File: config.mk
export PLATFORM = sky130hd
export DESIGN_NAME = clw_inc_div
export DESIGN_NICKNAME = d
export VERILOG_FILES = /design/src/hw/rtl/clw_pkg.sv /design/src/hw/rtl/clw_inc_div.sv
export SDC_FILE = /design/constraint.sdc
export NUM_CORES = 1
export LEC_CHECK = 0
export ABC_AREA = 1
export BUFFER_PORTS_ARGS = -buffer_cell sky130_fd_sc_hd__buf_2
export CELL_PAD_IN_SITES_DETAIL_PLACEMENT = 1
export CELL_PAD_IN_SITES_GLOBAL_PLACEMENT = 1
export CORE_ASPECT_RATIO = 0.8
export CORE_UTILIZATION = 44
export CTS_CLUSTER_DIAMETER = 50
export CTS_CLUSTER_SIZE = 25
export DETAILED_ROUTE_END_ITERATION = 6
export PLACE_DENSITY_LB_ADDON = 0.1
export SYNTH_ARGS = -nofsm -noshare
export SYNTH_HDL_FRONTEND = slang
export SYNTH_SLANG_ARGS = --single-unit
File: constraint.sdc
create_clock -name clk -period 3.1 [get_ports clk]
set_input_delay 0.62 -clock clk [delete_from_list [all_inputs] [get_ports clk]]
set_output_delay 0.62 -clock clk [all_outputs]
set_load 0.005 [all_outputs]
File: src/hw/rtl/clw_pkg.sv
package clw_pkg;

  // Input item kinds (carried on in_tuser)
  localparam logic MODE_ACC  = 1'b0;
  localparam logic MODE_READ = 1'b1;

  // Field widths fixed by the stream format
  localparam int PIX_W   = 8;
  localparam int IDX_W   = 10;
  localparam int LEVEL_W = 8;

  // BT.709 luma weights in Q16, summing to exactly 65536
  localparam int       Y16_W  = 24;
  localparam logic [15:0] COEF_R = 16'd13933;
  localparam logic [15:0] COEF_G = 16'd46871;
  localparam logic [15:0] COEF_B = 16'd4732;

  // Bin increment = DIVIDEND / height, kept modulo 256
  localparam int          DIV_W     = 11;
  localparam logic [10:0] DIVIDEND  = 11'd1024;
  localparam int          DIV_STEPS = 11;
  localparam int          DCNT_W    = 4;

  // Result queue
  localparam int FIFO_DEPTH = 8;
  localparam int FIFO_PW    = 3;
  localparam int FIFO_CW    = 4;

  // Status from the increment divider
  typedef struct packed {
    logic               busy;
    logic [LEVEL_W-1:0] quot;
  } clw_div_stat_t;

endpackage

File: src/hw/rtl/clw_inc_div.sv
module clw_inc_div import clw_pkg::*; #(
  parameter int HW = 11
) (
  input  logic          clk,
  input  logic          rst_n,
  input  logic          start,
  input  logic [HW-1:0] divisor,
  output clw_div_stat_t stat
);

  logic [DCNT_W-1:0] cnt_r;
  logic [HW-1:0]     dsr_r;
  logic [HW-1:0]     rem_r;
  logic [HW-1:0]     rem_nxt;
  logic [DIV_W-1:0]  dvd_r;
  logic [LEVEL_W-1:0] quot_r;
  logic [HW:0]       sh;
  logic [HW:0]       diff;
  logic              ge;

  // One restoring step: bring down the next dividend bit
  always_comb begin
    sh      = {rem_r, dvd_r[DIV_W-1]};
    diff    = sh - {1'b0, dsr_r};
    ge      = (sh >= {1'b0, dsr_r});
    rem_nxt = ge ? diff[HW-1:0] : sh[HW-1:0];
  end

  // Step counter
  always_ff @(posedge clk) begin
    if (!rst_n) begin
      cnt_r <= '0;
    end else if (start) begin
      cnt_r <= DCNT_W'(DIV_STEPS);
    end else if (cnt_r != '0) begin
      cnt_r <= cnt_r - 1'b1;
    end
  end

  // Datapath; quotient keeps only its low byte (wraps modulo 256)
  always_ff @(posedge clk) begin
    if (start) begin
      dsr_r  <= divisor;
      rem_r  <= '0;
      dvd_r  <= DIVIDEND;
      quot_r <= '0;
    end else if (cnt_r != '0) begin
      rem_r  <= rem_nxt;
      dvd_r  <= {dvd_r[DIV_W-2:0], 1'b0};
      quot_r <= {quot_r[LEVEL_W-2:0], ge};
    end
  end

  assign stat.busy = (cnt_r != '0);
  assign stat.quot = quot_r;

endmodule

==> summary.txt <==
Status
  • Status: complete, no violations

Clock tree
  • TritonCTS Buffers: 5
  • CTS tree: yes
  • Hold-fix buffers, CTS: 0
  • Post-CTS Resized: 0
  • CTS H-tree lvls: 2
  • Clk sink count: 35
  • Clock buffer depth: 2
  • Clk root buf: clkbuf_8
  • Clock-pin slew on the worst setup and hold paths: ~0.08 ns
  • Setup Fix Bufs, Post-CTS: 0
  • Worst skew pair latency: a little under 0.3 ns

GRT
  • GRT Util Overall: 23.35%
  • Largest net degree at the start of global routing: 28
  • Initial antenna violation count: 0
  • Global-route wire length before repair: ~9000 um
  • Total congestion overflow: 0
  • Vias in the first global route: about 1900

Finish
  • Fillers: between 500 and 600
  • Fraction of layout cells with a size suffix above 1: a little under a fifth
  • Multi-input gate area: around 1000 um^2
  • Syn-to-layout area delta: 12.86%
  • Antenna diodes: 0
  • Sequential cell area: around 810 um^2
  • Nets@finish: between 300 and 400

Placed design
  • Worst slack at placement: 1.087 ns
  • DPL Wire Length: between 3000 and 4000 um
  • Final Wtd Congestion: 0.8319
  • Port bufs: 22

STA
  • Post-route setup TNS: 0 ns
  • Max-slew violations: 0
  • Max Clock Freq: roughly 0.43 GHz
  • Final worst-path setup slack: around 0.78 ns
  • Setup violators final: 0
  • Hold Slack: approximately 0.50 ns
  • Worst clock skew: 0.01109 ns
  • Unrepaired setup endpoints after global routing: false
  • Slew HR: between 60% and 70%
  • Least-Margin Pin Slew: 0.5245 ns
  • Final hold violations: 0
  • Minimum clock period after layout: 2.325 ns
  • Final period util: 74.99%

Floorplan
  • Core Area: 4335 um^2
  • Ports: 23
  • Die ar.: slightly below 5000 um^2
  • Row count: 21
  • Chip Width: between 70 and 80 um
  • Initial Util: 47.59%
  • Die height: about 63 um

Drt
  • DRT Pass-1 Iters: 4
  • Wire length per cell: between 15 and 20 um
  • Total number of vias: between 1500 and 2000
  • Post-route ant nets: 0
  • Initial DRC count: 76
  • Routed WL: between 5000 and 6000 um
  • Detailed-route DRC error count: 0
  • Number of vias per cell: a little over 5

Synth
  • Sequential-to-total area share from yosys stat: a little under 40%
  • Mapped Cells: about 270
  • Yosys cell types: 33
  • Synthesis-stage register bit count: 35
  • Mean Syn Cell Area: 7.530 um^2
  • Mapped Area: about 2100 um^2
  • Syn. warnings: 0
  • Syn_nets: 300

Min path
  • Hold WC Path Type: in2reg

Pwr
  • Pwr/cell area: approximately 820 nW/um^2
  • Leakage power: ~0.0012 uW
  • Peak VDD IR: approximately 0.34 mV

Setup path
  • Startpoint types: flip-flop
  • CP Capture Type: primary output
  • Worst Path Arrival: about 1.7 ns
  • Worst-path maximum fanout: 27
  • Required @ worst endpoint: roughly 2.5 ns
  • Setup CP Type: reg2out

Run
  • Max-cap violations: 0
==> stage by stage <==
stage | utilization (%) | power, uW | instances | area [um^2]
finish | 53.71 | 1902 | 356 | 2328
global route | 53.71 | 2040 | 356 | 2328
CTS | 53.71 | 1910 | 356 | 2328
detailed placement | 51.11 | 1490 | 348 | 2216
global placement | 51.11 | 1469 | 348 | 2216
floorplan | - | 1275 | 274 | 2063
==> final timing paths <==
check                        startpoint               endpoint  slack [ns]  depth (start not counted)
setup reg to reg     dsr_r[0]$_DFFE_PP_  rem_r[6]$_SDFFE_PP0P_        1.08                         10
hold / removal               divisor[6]     dsr_r[6]$_DFFE_PP_        0.50                          1
setup / recovery  cnt_r[0]$_SDFFE_PN0P_                stat[8]        0.78                          5
hold reg to reg   cnt_r[3]$_SDFFE_PN0P_  cnt_r[3]$_SDFFE_PN0P_        0.50                          2
==> synth_stat cells, drive strengths merged <==
| library cell | instances | share of area, % |
|---|---|---|
| nand2 | 61 | 12 |
| inv | 48 | 8.7 |
| nor2 | 46 | 9.3 |
| dfxtp | 24 | 23 |
| o21ai | 19 | 4.6 |
| nand3 | 16 | 4.5 |
| edfxtp | 11 | 16 |
| ha | 11 | 6.7 |
| a21oi | 10 | 3.2 |
| o21bai | 6 | 3.1 |
| nand4 | 5 | 2.2 |
| buf | 3 | 1.0 |
| or2 | 3 | 0.91 |
| xor2 | 3 | 1.3 |
| clkbuf | 2 | 0.36 |
| a2111oi | 1 | 0.42 |
| and2 | 1 | 0.30 |
| fa | 1 | 0.97 |
| nand3b | 1 | 0.36 |
| o211ai | 1 | 0.36 |
| xnor2 | 1 | 0.42 |
==> sequential cells by signal (all words and copies together), names as in the netlist <==
name	cells
rem_r	11
dvd_r	1
quot_r	8
cnt_r	4
dsr_r	11
==> metal layers <==
metal / vias up / global-route usage (%) / wire length, um
met4: 0 / 5.093 / 31
met5: - / 0 / 0
met2: 32 / 39.78 / 2529
met1: 848 / 31.08 / 2585
met3: 4 / 3.478 / 197
li1: 917 / - / -
==> layout make-up <==
type	instances	area share (%)
repair buffers	22	4.729
well taps	57	3.063
flip-flops and latches	35	34.82
inverters	48	7.738
clock buffers	7	4.621
clock inverters	1	0.2149
multi-input cells	186	44.81
==> worst max-delay path: stages, from the launching register on <==
cell     delay (ns)
dfxtp_1        0.33
nor2_1         0.14
nand2_1        0.11
nor2_2         0.32
inv_2          0.30
buf_2          0.22
==> logic make-up (layout without fill, tap and decap cells) <==
logic type | after synthesis | in the layout | synth area share, %
adder cells (fa/ha/maj) | 12 | 12 | 7.641
flip-flops | 35 | 35 | 39.30
AO/OA/AOI/OAI | 37 | 37 | 11.64
XOR/XNOR | 4 | 4 | 1.698
buffers and inverters | 53 | 78 | 10.13
AND/OR/NAND/NOR | 133 | 133 | 29.59
==> cell usage in the layout, fill, tap and decap left out, drive strengths merged, types with 5 or more instances in the layout <==
cell type,Yosys,layout
a21oi,10,10
buf,3,22
clkbuf,2,7
dfxtp,24,24
edfxtp,11,11
ha,11,11
inv,48,48
nand2,61,61
nand3,16,16
nand4,5,5
nor2,46,46
o21ai,19,19
o21bai,6,6
==> power by group <==
group	switching [uW]	internal [uW]	total, uW
registers	69.0	559	628
logic	563	310	873
clock network	173	228	401
Note: power is estimated with default switching activity, not from simulation.
